<file path="src/rtl/core/qvr_pkg.sv">
// shared types, widths and register codes for the quaternion vector rotate core
package qvr_pkg;

   localparam int QVR_QUAT_WIDTH  = 16;
   localparam int QVR_VEC_WIDTH   = 24;
   localparam int QVR_QUAT_FRAC   = 14;
   localparam int QVR_CSR_IDX_W   = 2;

   // register index codes
   localparam logic [QVR_CSR_IDX_W-1:0] CSR_QUAT_X = 2'd0;
   localparam logic [QVR_CSR_IDX_W-1:0] CSR_QUAT_Y = 2'd1;
   localparam logic [QVR_CSR_IDX_W-1:0] CSR_QUAT_Z = 2'd2;
   localparam logic [QVR_CSR_IDX_W-1:0] CSR_QUAT_W = 2'd3;

   // identity rotation, 1.0 in q2.14
   localparam logic [QVR_QUAT_WIDTH-1:0] QUAT_W_RESET = 16'sd16384;

   typedef struct packed {
      logic signed [QVR_QUAT_WIDTH-1:0] x;
      logic signed [QVR_QUAT_WIDTH-1:0] y;
      logic signed [QVR_QUAT_WIDTH-1:0] z;
      logic signed [QVR_QUAT_WIDTH-1:0] w;
   } quat_type;

   typedef struct packed {
      logic valid;
      logic inv;
   } beat_ctl_type;

   // width of the first product components t
   function automatic int qvr_t_width(input int vec_w);
      return vec_w + QVR_QUAT_WIDTH + 2;
   endfunction

   // width of the second product sums, wide enough for the rounding shift and range check
   function automatic int qvr_sum_width(input int vec_w, input int frac);
      int a;
      int b;
      a = qvr_t_width(vec_w) + QVR_QUAT_WIDTH + 1 + 3;
      b = 2 * frac + vec_w + 1;
      return (a > b) ? a : b;
   endfunction

endpackage

</file>
<file path="src/rtl/core/qvr_round_sat.sv">
// stage five: fraction drop, saturation and the output register
module qvr_round_sat import qvr_pkg::*; #(
   parameter int VEC_WIDTH = QVR_VEC_WIDTH,
   parameter int QUAT_FRAC = QVR_QUAT_FRAC,
   localparam int SW = qvr_sum_width(VEC_WIDTH, QUAT_FRAC)
) (
   input  logic                        clock,
   input  logic                        reset,
   input  logic                        en,
   input  logic                        in_valid,
   input  logic signed [SW-1:0]        sum_x,
   input  logic signed [SW-1:0]        sum_y,
   input  logic signed [SW-1:0]        sum_z,
   output logic                        out_valid,
   output logic signed [VEC_WIDTH-1:0] out_x,
   output logic signed [VEC_WIDTH-1:0] out_y,
   output logic signed [VEC_WIDTH-1:0] out_z,
   output logic                        saturated
);

   localparam int LSB = 2 * QUAT_FRAC;
   localparam int HW  = SW - LSB - VEC_WIDTH + 1;

   // clip flag on top, component below
   function automatic logic [VEC_WIDTH:0] sat_one(input logic signed [SW-1:0] s);
      logic [HW-1:0] hi;
      hi = s[SW-1:LSB+VEC_WIDTH-1];
      if (hi == '0 || hi == '1) begin
         return {1'b0, s[LSB+VEC_WIDTH-1:LSB]};
      end else if (s[SW-1]) begin
         return {2'b11, {(VEC_WIDTH-1){1'b0}}};
      end else begin
         return {2'b10, {(VEC_WIDTH-1){1'b1}}};
      end
   endfunction

   logic [VEC_WIDTH:0]          sat_x, sat_y, sat_z;
   logic                        s5_valid_ff;
   logic signed [VEC_WIDTH-1:0] out_x_ff, out_y_ff, out_z_ff;
   logic                        sat_in, sat_ff;

   assign sat_x  = sat_one(sum_x);
   assign sat_y  = sat_one(sum_y);
   assign sat_z  = sat_one(sum_z);
   assign sat_in = sat_x[VEC_WIDTH] | sat_y[VEC_WIDTH] | sat_z[VEC_WIDTH];

   always_ff @(posedge clock) begin
      if (reset) begin
         s5_valid_ff <= 1'b0;
      end else if (en) begin
         s5_valid_ff <= in_valid;
      end
   end

   always_ff @(posedge clock) begin
      if (en) begin
         out_x_ff <= $signed(sat_x[VEC_WIDTH-1:0]);
         out_y_ff <= $signed(sat_y[VEC_WIDTH-1:0]);
         out_z_ff <= $signed(sat_z[VEC_WIDTH-1:0]);
         sat_ff   <= sat_in;
      end
   end

   assign out_valid = s5_valid_ff;
   assign out_x     = out_x_ff;
   assign out_y     = out_y_ff;
   assign out_z     = out_z_ff;
   assign saturated = sat_ff;

endmodule

</file>
<file path="config.mk">
export PLATFORM = sky130hd
export DESIGN_NAME = qvr_round_sat
export DESIGN_NICKNAME = d
export VERILOG_FILES = /design/src/rtl/core/qvr_pkg.sv /design/src/rtl/core/qvr_round_sat.sv
export SDC_FILE = /design/constraint.sdc
export NUM_CORES = 1
export LEC_CHECK = 0
export CAP_MARGIN = 20
export CORE_UTILIZATION = 30
export DETAILED_ROUTE_END_ITERATION = 8
export DONT_BUFFER_PORTS = 1
export SETUP_SLACK_MARGIN = 0.05
export SLEW_MARGIN = 20
export SYNTH_ARGS = -nofsm -noshare
export SYNTH_HDL_FRONTEND = slang
export SYNTH_SLANG_ARGS = --single-unit
</file>
<file path="constraint.sdc">
create_clock -name clock -period 2.1 [get_ports clock]
set_clock_uncertainty 0.2 [all_clocks]
set_input_delay 0.21 -clock clock [delete_from_list [all_inputs] [get_ports clock]]
set_output_delay 0.21 -clock clock [all_outputs]
set_load 0.1 [all_outputs]
</file>
==> results.md, run 1 <==
- CTS Sinks: between 70 and 80
- Top area cells in the synthesized netlist: edfxtp_1, a21o_1, buf_6
- Area delta synth->final: 50.3%
- Total CTS buffers: 9
- Grt total ovfl: 0
- Max-slew headroom: 0.366
- CP Capture Type: register
- Yosys cell types: 20
- Via/cell ratio: between 4 and 5
- Die ar.: ~11000 sq um
- Power Total: approximately 4.2 mW
- Placed Instances: just under 400
- Yosys top cell area share: 0.691
- Slew of the pin with the lowest slew margin: approximately 0.95 ns
- Layout cell share with drive strength beyond 1: 0.338
- GR Util All Layers: 0.150
- Pre-Repair DR Iteration Count: 4
- HPWL after DPL: 5010 um
- Post-route setup slack: 0.479 ns
- Worst hold endpoint: out_z[22]
- DRT antenna net count: 0
- Design area: 4770 sq um
- Met1 WL: ~3000 um
- # IOs: ~260
- Clock root buffer: clkbuf_8
- Hold path cells: 0
- Most frequent cells in the layout: buf_4, dlygate4sd3_1, edfxtp_1
- Clock transition at the registers of the reported paths: 0.08 ns
- Reg-to-reg critical path endpoint: out_valid
- CP arrival: around 1.7 ns
- Rows: 37
- Critical path required time: 2.18 ns
- Worst reg2reg path depth: 4
- Startpoint Class: register
- Cell Area, Placed: 3810 sq um
- Routed length on met3: 713 um
- Synth Cell Area: roughly 3200 sq um
- Vias: about 2200
- Final critical-path share of the clock period: 0.772
- Final Non-Filler Cells: about 480
- Diode count: 0
- First-pass GRT wire length: around 12000 um
- Max-slew violations: 0
- Crit Path Max Fanout: 2
- Via count of the first global-routing pass: 2437
- RSZ-0062 raised after global routing: no
- Cells resized by post-CTS repair: 0
- Min Hold Slack: -0.221 ns
- Failing checks: negative hold slack
- Sequential share of the synthesized area: 0.697
- Hold Buf Count CTS: 74
- Flop2flop setup slack: between 0.4 and 0.5 ns
- CTS tree: built
- Hold Crit Class: in2reg
- Final hold viol count: 73
- Final Core Density: 0.464
- Core Box Area: around 10000 sq um
- Wire per inst: around 17 um
- Seq cells post-synth: 74
- Post-CTS Setup Bufs: 0
- Uppermost layer routed: met4
- Nets: between 500 and 600
- P_leak: 2.08 nW
- Synth Instances: 188
- Worst hold start: en
- VDD IR max: 399 uV
- Synth Area per Inst: roughly 17 sq um
- Final setup viols: 0
- Gpl congestion: between 0.6 and 0.7
- Clock Tree Buf Depth: 2
- Clock Latency Late Sink: 0.34 ns
- Reg-to-Reg Start: out_valid
- Largest net degree at the start of global routing: 75
- Post-synth net total: 378
- Setup TNS: 0 ns
- Die height: approximately 100 um
- Setup CP Type: reg2reg
- DR iter-0 viols: 130
- I/O Buffers: 0
- Maxcap violations: 0
- Status: complete, but fails checks
- DRC Markers: 0
- DR WL met2: between 4000 and 5000 um
- Cell taking the most area after synthesis: edfxtp_1
- Most common cell after layout, fill and taps aside: buf_4
- H-tree levels: 3
- Die width: 105 um
- Pwr Density: around 880 nW/um^2
- Peak Freq: 617 MHz
- Min cycle time layout: roughly 1.6 ns
- Post-Route WL: roughly 8100 um
- DP Worst Slack: around 0.18 ns
- Antenna violations before repair: 0
- Initial core utilization: 0.309
- Ys Warns: 0
## metal layers
metal | vias to the layer above | GRT usage
met1 | 1054 | 0.156
li1 | 1045 | -
met4 | 0 | 0.0463
met3 | 8 | 0.0599
met2 | 141 | 0.274
met5 | - | 0
## cell usage after synthesis
cell type / n
nor3_1: 3
buf_6: 12
nor4_1: 1
nand3_1: 5
a31o_2: 2
nand4_1: 4
a21o_2: 6
nor4_2: 5
a311oi_2: 2
o31ai_4: 1
nand4_2: 2
edfxtp_1: 73
dlygate4sd3_1: 2
nor2_1: 1
nor2b_4: 1
nor3_2: 2
a21o_1: 63
dfxtp_1: 1
clkbuf_1: 1
mux2i_1: 1
## sequential cells by signal (all words and copies together) (netlist names)
| name | count |
|---|---|
| out_y | 24 |
| saturated | 1 |
| out_z | 24 |
| out_valid | 1 |
| out_x | 24 |
## area by class of cell
type                    count  area, sq um
clock buffers               9          124
clock inverters             7         93.8
fillers                   905         5510
multi-input cells          99          812
flip-flops and latches     74         2210
well taps                 136          170
repair buffers            154         1350
## cells by family (layout without fill, tap and decap cells)
logic type,Yosys count,after routing,synth area share
AO/OA/AOI/OAI,74,74,0.187
buffers and inverters,15,170,0.0501
AND/OR/NAND/NOR,24,24,0.0619
multiplexers,1,1,0.00316
flip-flops,74,74,0.697
## power by group
group | total (mW) | internal [mW] | switching, mW
logic | 1.23 | 0.286 | 0.947
clock network | 1.20 | 0.667 | 0.533
registers | 1.78 | 1.75 | 0.0332
## critical path: stages (launching register included)
cell	delay [ns]
dfxtp_1	0.32
buf_4	0.29
mux2i_1	0.12
nor2_1	0.09
dlygate4sd3_1	0.55
## worst max-delay path by stage
stage	from	end	slack (ns)	cells past startpoint
6_report	out_valid	out_valid	0.48	4
2_1_floorplan	sum_z[53]	out_z[0]	0.60	5
3_5_place_dp	sum_z[57]	saturated	0.18	3
5_1_grt	out_valid	out_valid	0.45	4
3_3_place_gp	sum_z[57]	saturated	0.21	3
4_1_cts	out_valid	out_valid	0.49	4
No activity file was read; power rests on OpenSTA's default activity.
==> run 2: changes to the inputs <==
Clock period 2.1 ns to 1.6 ns, I/O delays scaled along.
==> run 2 against run 1 <==
First-iteration DRC count shrank 30%. Worst hold slack worse by 0.047 ns. Register-to-register slack worse by 0.25 ns. Via count increased by 2.8%. Non-clock buffer count is 6 higher. Critical path depth grew 1. Final cell count rose by 1.3%. Total power rose by 35%. Combinational power grew 33%. Setup slack lost 0.33 ns. Sequential share of layout area decreased by 1.2 points. The run still ends with negative hold slack left.
==> results.md, run 2 (synthesis results as in run 1) <==
- VDD IR max: 521 uV (+31%)
- Largest stage delay on the critical path: 0.53 ns (-0.02 ns)
- Layout filler cell count: 928 (+2.5%)
- CP Capture Type: register
- Wire per inst: 16.5 um (-2.9%)
- Final setup viols: 0 (unchanged)
- Hold Crit Class: in2reg
- Via/cell ratio: 4.77 (+1.6%)
- Clock root buffer: clkbuf_8
- Min cycle time layout: between 1 and 1.5 ns
- Max-slew violations: 0 (unchanged)
- Rows: 37 (unchanged)
- Critical path required time: 1.61 ns (-0.57 ns)
- GR Util All Layers: 0.146 (-0.00365)
- Cell-internal power: 3.71 mW (+37%)
- # IOs: 264 (unchanged)
- Pwr Density: 1170 nW/um^2 (+32%)
- Worst hold start: en
- Gpl congestion: 0.709 (+1.4%)
- Maxcap violations: 0 (unchanged)
- Flop2flop setup slack: 0.23 ns (-0.25 ns)
- First-pass GRT wire length: 12300 um (+0.17%)
- Combinational power share: 0.285 (-0.007)
- Clock Tree Buf Depth: 2 (unchanged)
- Diode count: 0 (unchanged)
- Worst hold endpoint: out_z[22]
- Clock share of power: 0.304 (+0.019)
- Largest net degree at the start of global routing: 75 (unchanged)
- Worst reg2reg path depth: 3 (-1)
- Die width: 105 um (unchanged)
- CTS tree: built
- Area delta synth->final: 54.2%
- DRT antenna net count: 0 (unchanged)
- Grt total ovfl: 0 (unchanged)
- Peak Freq: ~690 MHz
- Crit Path Max Fanout: 16 (+14)
- Clock Latency Late Sink: 0.33 ns (about the same)
- CP max-delay cell: dlygate4sd3_1
- Sw power: 1.99 mW (+32%)
- DR iter-0 viols: 91 (-30%)
- WP buf/inv: 2 (unchanged)
- Status: complete, but fails checks
- I/O Buffers: 0 (unchanged)
- Via count of the first global-routing pass: 2458 (+0.86%)
- Final Non-Filler Cells: 485 (+1.3%)
- Setup CP Type: in2reg
- Reg-to-Reg Start: out_valid
- P_leak: 2.13 nW (+2.3%)
- Die height: 105 um (unchanged)
- CTS Sinks: 74 (unchanged)
- CP top delay family: buffers and inverters
- Reg-to-reg critical path endpoint: out_valid
- Most common cell after layout, fill and taps aside: buf_4
- Failing checks: negative hold slack
- Pre-Repair DR Iteration Count: 4 (unchanged)
- Hold path cells: 0 (unchanged)
- H-tree levels: 3 (unchanged)
- Final Core Density: 0.476 (+0.0121)
- Nets: 534 (+1.1%)
- Slew of the pin with the lowest slew margin: 0.509 ns (-0.442 ns)
- HPWL after DPL: 5060 um (+0.91%)
- Crit path from: sum_z[51]
- Initial core utilization: 0.309 (unchanged)
- Most frequent cells in the layout: buf_4, dlygate4sd3_1, edfxtp_1
- Post-CTS Setup Bufs: 0 (unchanged)
- Post-Route WL: 8000 um (-1.7%)
- Min Hold Slack: -0.268 ns (-0.0469 ns)
- Antenna violations before repair: 0 (unchanged)
- Startpoint Class: primary input
- Layout cell share with drive strength beyond 1: 0.344 (+0.00565)
- Clock transition at the registers of the reported paths: 0.08 ns (about the same)
- Crit path cell chain: dlygate4sd3_1 > nand3_1 > o31ai_4 > buf_12 > a21o_1
- Final critical-path share of the clock period: 0.907
- Total CTS buffers: 9 (unchanged)
- CP arrival: 1.46 ns (-0.25 ns)
- Sequential share of power: 0.410 (-0.013)
- Die ar.: 11000 sq um (unchanged)
- Vias: 2312 (+2.8%)
- RSZ-0062 raised after global routing: no
- Core Box Area: 10300 sq um (unchanged)
- Final hold viol count: 73 (unchanged)
- Net Sw Frac: 0.349 (-0.0100)
- DRC Markers: 0 (unchanged)
- Max-slew headroom: 0.660 (+0.294)
- Placed Instances: 393 (+1.0%)
## run 2: changes by cell type in the layout (fill, tap and decap cells not counted)
cell,change
clkinv_2,-1
clkinvlp_4,+1
dlygate4sd3_1,+2
clkinv_4,-1
buf_12,+4
bufinv_16,+1
## run 2: worst max path at each step
stage                      to  slack, ns  cells past startpoint
global route        out_z[15]       0.10                      5
global placement    out_y[18]      -0.02                      4
floorplan            out_z[0]       0.15                      5
finish               out_z[9]       0.15                      5
detailed placement   out_z[0]      -0.05                      4
CTS                 out_y[18]       0.17                      4
## run 2: worst register-to-register path: cells and delay by family (launching register included)
family                 cells  cell delay [ns]
DFF                        1             0.32
and+or+nand+nor            1             0.05
muxes                      1             0.12
buffers and inverters      1             0.56
## run 2: stage by stage
stage / setup slack, ns / setup TNS, ns / cell area (sq um) / power, mW
3_5_place_dp: -0.0498 / -1.30 / 3890 / 3.85
5_1_grt: 0.103 / 0 / 4890 / 5.86
6_report: 0.149 / 0 / 4890 / 5.70
4_1_cts: 0.169 / 0 / 4880 / 5.76
2_1_floorplan: 0.145 / 0 / 3170 / 3.60
3_3_place_gp: -0.0211 / -0.0460 / 3890 / 3.84
## run 2: final cells by class
| type | instances | area [sq um] | area share |
|---|---|---|---|
| sequential | 74 | 2210 | 0.452 |
| timing repair buffer | 160 | 1450 | 0.297 |
| multi-input combinational | 99 | 812 | 0.166 |
| tap | 136 | 170 | 0.0348 |
| clock buffer | 9 | 124 | 0.0253 |
| clock inverter | 7 | 118 | 0.0241 |
## run 2: power groups by stage
| stage | registers (mW) | logic [mW] | clock network (mW) |
|---|---|---|---|
| final | 2.34 | 1.63 | 1.74 |
| after global routing | 2.36 | 1.66 | 1.84 |
| after CTS | 2.34 | 1.62 | 1.80 |
| after detailed placement | 2.38 | 1.47 | 0 |
| after global placement | 2.38 | 1.46 | 0 |
| after floorplan | 3.48 | 0.125 | 0 |
## run 2: timing repair
| item | CTS | global route |
|---|---|---|
| resized for setup | 0 | 0 |
| hold buffers | 75 | 1 |
| endpoints found under the hold margin | 147 | 74 |
## run 2: per-layer routing
metal,vias up,share of wire,track usage
met5,-,0,0
met4,0,0.015,0.0604
met3,11,0.089,0.0449
met2,139,0.52,0.266
met1,1106,0.38,0.156
li1,1056,-,-
==> run 3: changes to the inputs <==
Settings changed: MAX_ROUTING_LAYER from default to met4.
==> run 3 against run 2 <==
The run still ends with negative hold slack left. Non-clock buffer count is the same. Total power is essentially flat. Global-route usage rose by 0.45 points. Sequential power about the same. Critical path type unchanged. Critical endpoint unchanged.
==> results.md, run 3 (synthesis results as in run 1) <==
- Antenna violations before repair: 0 (unchanged)
- Layout cell share with drive strength beyond 1: 0.344 (unchanged)
- Vias: 2305 (-0.30%)
- Total CTS buffers: 9 (unchanged)
- Crit Path Max Fanout: 16 (unchanged)
- Area delta synth->final: 54.2% (unchanged)
- CP Capture Type: register
- Min Hold Slack: -0.269 ns (-0.000789 ns)
- Wire per inst: 16.5 um (unchanged)
- Worst reg2reg path depth: 3 (unchanged)
- RSZ-0062 raised after global routing: no
- Clock Latency Late Sink: 0.33 ns (about the same)
- Critical path required time: 1.61 ns (about the same)
- DRC Markers: 0 (unchanged)
- DP Worst Slack: -0.0498 ns (unchanged)
- Diode count: 0 (unchanged)
- Gpl congestion: 0.717 (+1.1%)
- Die width: 105 um (unchanged)
- GR Util All Layers: 0.151 (+0.00453)
- CTS tree: built
- H-tree levels: 3 (unchanged)
- Clock root buffer: clkbuf_8
- Post-Route WL: 8000 um (unchanged)
- Via count of the first global-routing pass: 2465 (+0.28%)
- CTS Sinks: 74 (unchanged)
- HPWL after DPL: 5060 um (unchanged)
- Failing checks: negative hold slack
- Min cycle time layout: 1.45 ns (+0.0000740 ns)
- Crit path from: sum_z[51]
- Die ar.: 11000 sq um (unchanged)
- Rows: 37 (unchanged)
- Cells resized by post-CTS repair: 0 (unchanged)
- Max-slew headroom: 0.661 (+0.000706)
- Startpoint Class: primary input
- Post-CTS Setup Bufs: 0 (unchanged)
- P_leak: 2.13 nW (unchanged)
- Peak Freq: 689 MHz (about the same)
- Crit path cell chain: dlygate4sd3_1 > nand3_1 > o31ai_4 > buf_12 > a21o_1
- Core Box Area: 10300 sq um (unchanged)
- I/O Buffers: 0 (unchanged)
- Max-slew violations: 0 (unchanged)
- Pwr Density: 1170 nW/um^2 (about the same)
- VDD IR max: 521 uV (-0.13%)
- Final setup viols: 0 (unchanged)
- Grt total ovfl: 0 (unchanged)
- Final hold viol count: 73 (unchanged)
- Hold path cells: 0 (unchanged)
- # IOs: 264 (unchanged)
- Via/cell ratio: 4.75 (-0.30%)
- Pre-Repair DR Iteration Count: 4 (unchanged)
- Clock share of power: 0.304 (about the same)
- DRT antenna net count: 0 (unchanged)
- Worst Setup EP: out_z[9]
- CP arrival: 1.46 ns (about the same)
- Initial core utilization: 0.309 (unchanged)
- Hold Crit Class: in2reg
- Most common cell after layout, fill and taps aside: buf_4
- Setup CP Type: in2reg
- Die height: 105 um (unchanged)
- First-pass GRT wire length: 12300 um (about the same)
- Largest net degree at the start of global routing: 75 (unchanged)
- CP max-delay cell: dlygate4sd3_1
- Post-route setup slack: 0.149 ns (-0.0000740 ns)
- Final critical-path share of the clock period: 0.907 (about the same)
- Slew of the pin with the lowest slew margin: 0.508 ns (-0.00106 ns)
- Nets: 534 (unchanged)
- Net Sw Frac: 0.349 (about the same)
- Sw power: 1.99 mW (-0.14%)
- Clock transition at the registers of the reported paths: 0.08 ns (about the same)
- Reg-to-reg critical path endpoint: out_valid
- Largest stage delay on the critical path: 0.53 ns (about the same)
- Clock Tree Buf Depth: 2 (unchanged)
- Cell-internal power: 3.71 mW (about the same)
- Flop2flop setup slack: 0.23 ns (about the same)
- Status: complete, but fails checks
- Most frequent cells in the layout: buf_4, dlygate4sd3_1, edfxtp_1
- Reg-to-Reg Start: out_valid
- Maxcap violations: 0 (unchanged)
- DR iter-0 viols: 97 (+6.6%)
- Setup TNS: 0 ns (unchanged)
- Combinational power share: 0.285 (about the same)
- Sequential share of power: 0.411 (about the same)
[run 3: cell counts in the layout (fill, tap and decap cells not counted)]
Identical to the previous run, type by type.
[run 3: area by class of cell]
type	instances	area, sq um
Tap cell	136	170
Sequential cell	74	2210
Timing Repair Buffer	160	1450
Clock inverter	7	118
Fill cell	928	5390
Clock buffer	9	124
Multi-Input combinational cell	99	812
[run 3: what timing repair did]
item | 4_1_cts | 5_1_grt
hold buffers | 75 | 1
hold endpoints to repair | 147 | 74
setup endpoints to repair | 0 | 0
[run 3: metrics by stage]
| stage | hold WS [ns] | cell area [sq um] | util | instances | total power, mW |
|---|---|---|---|---|---|
| 4_1_cts | -0.309 | 4880 | 0.475 | 484 | 5.76 |
| 2_1_floorplan | 0.0324 | 3170 | - | 188 | 3.60 |
| 3_5_place_dp | 0.0373 | 3890 | 0.378 | 393 | 3.85 |
| 6_report | -0.269 | 4890 | 0.476 | 485 | 5.70 |
| 5_1_grt | -0.300 | 4890 | 0.476 | 485 | 5.86 |
| 3_3_place_gp | 0.0355 | 3890 | 0.378 | 393 | 3.84 |
[run 3: power by group through the flow]
stage / clock, mW / sequential, mW / combinational [mW]
6_report: 1.73 / 2.34 / 1.63
5_1_grt: 1.84 / 2.36 / 1.66
4_1_cts: 1.80 / 2.34 / 1.62
3_5_place_dp: 0 / 2.38 / 1.47
3_3_place_gp: 0 / 2.38 / 1.46
2_1_floorplan: 0 / 3.48 / 0.125
[run 3: worst min-delay path by stage]
stage | startpoint | endpoint | slack (ns)
global route | en | out_z[22] | -0.30
floorplan | reset | out_valid | 0.03
CTS | sum_z[61] | out_z[23] | -0.31
finish | en | out_z[22] | -0.27
global placement | reset | out_valid | 0.04
detailed placement | reset | out_valid | 0.04
[run 3: per-layer routing]
metal  wire length (um)  global-route usage  vias to the layer above
met3                596              0.0368                       14
met2               4160               0.265                      133
met5                  0                   -                        -
met4                114              0.0604                        0
met1               3130               0.163                     1101
li1                   -                   -                     1057
[run 3: worst max-delay path: cells and delay by family]
family | cells | cell delay (ns)
and+or+nand+nor | 1 | 0.12
AOI/OAI and AO/OA | 2 | 0.45
buffers and inverters | 2 | 0.72
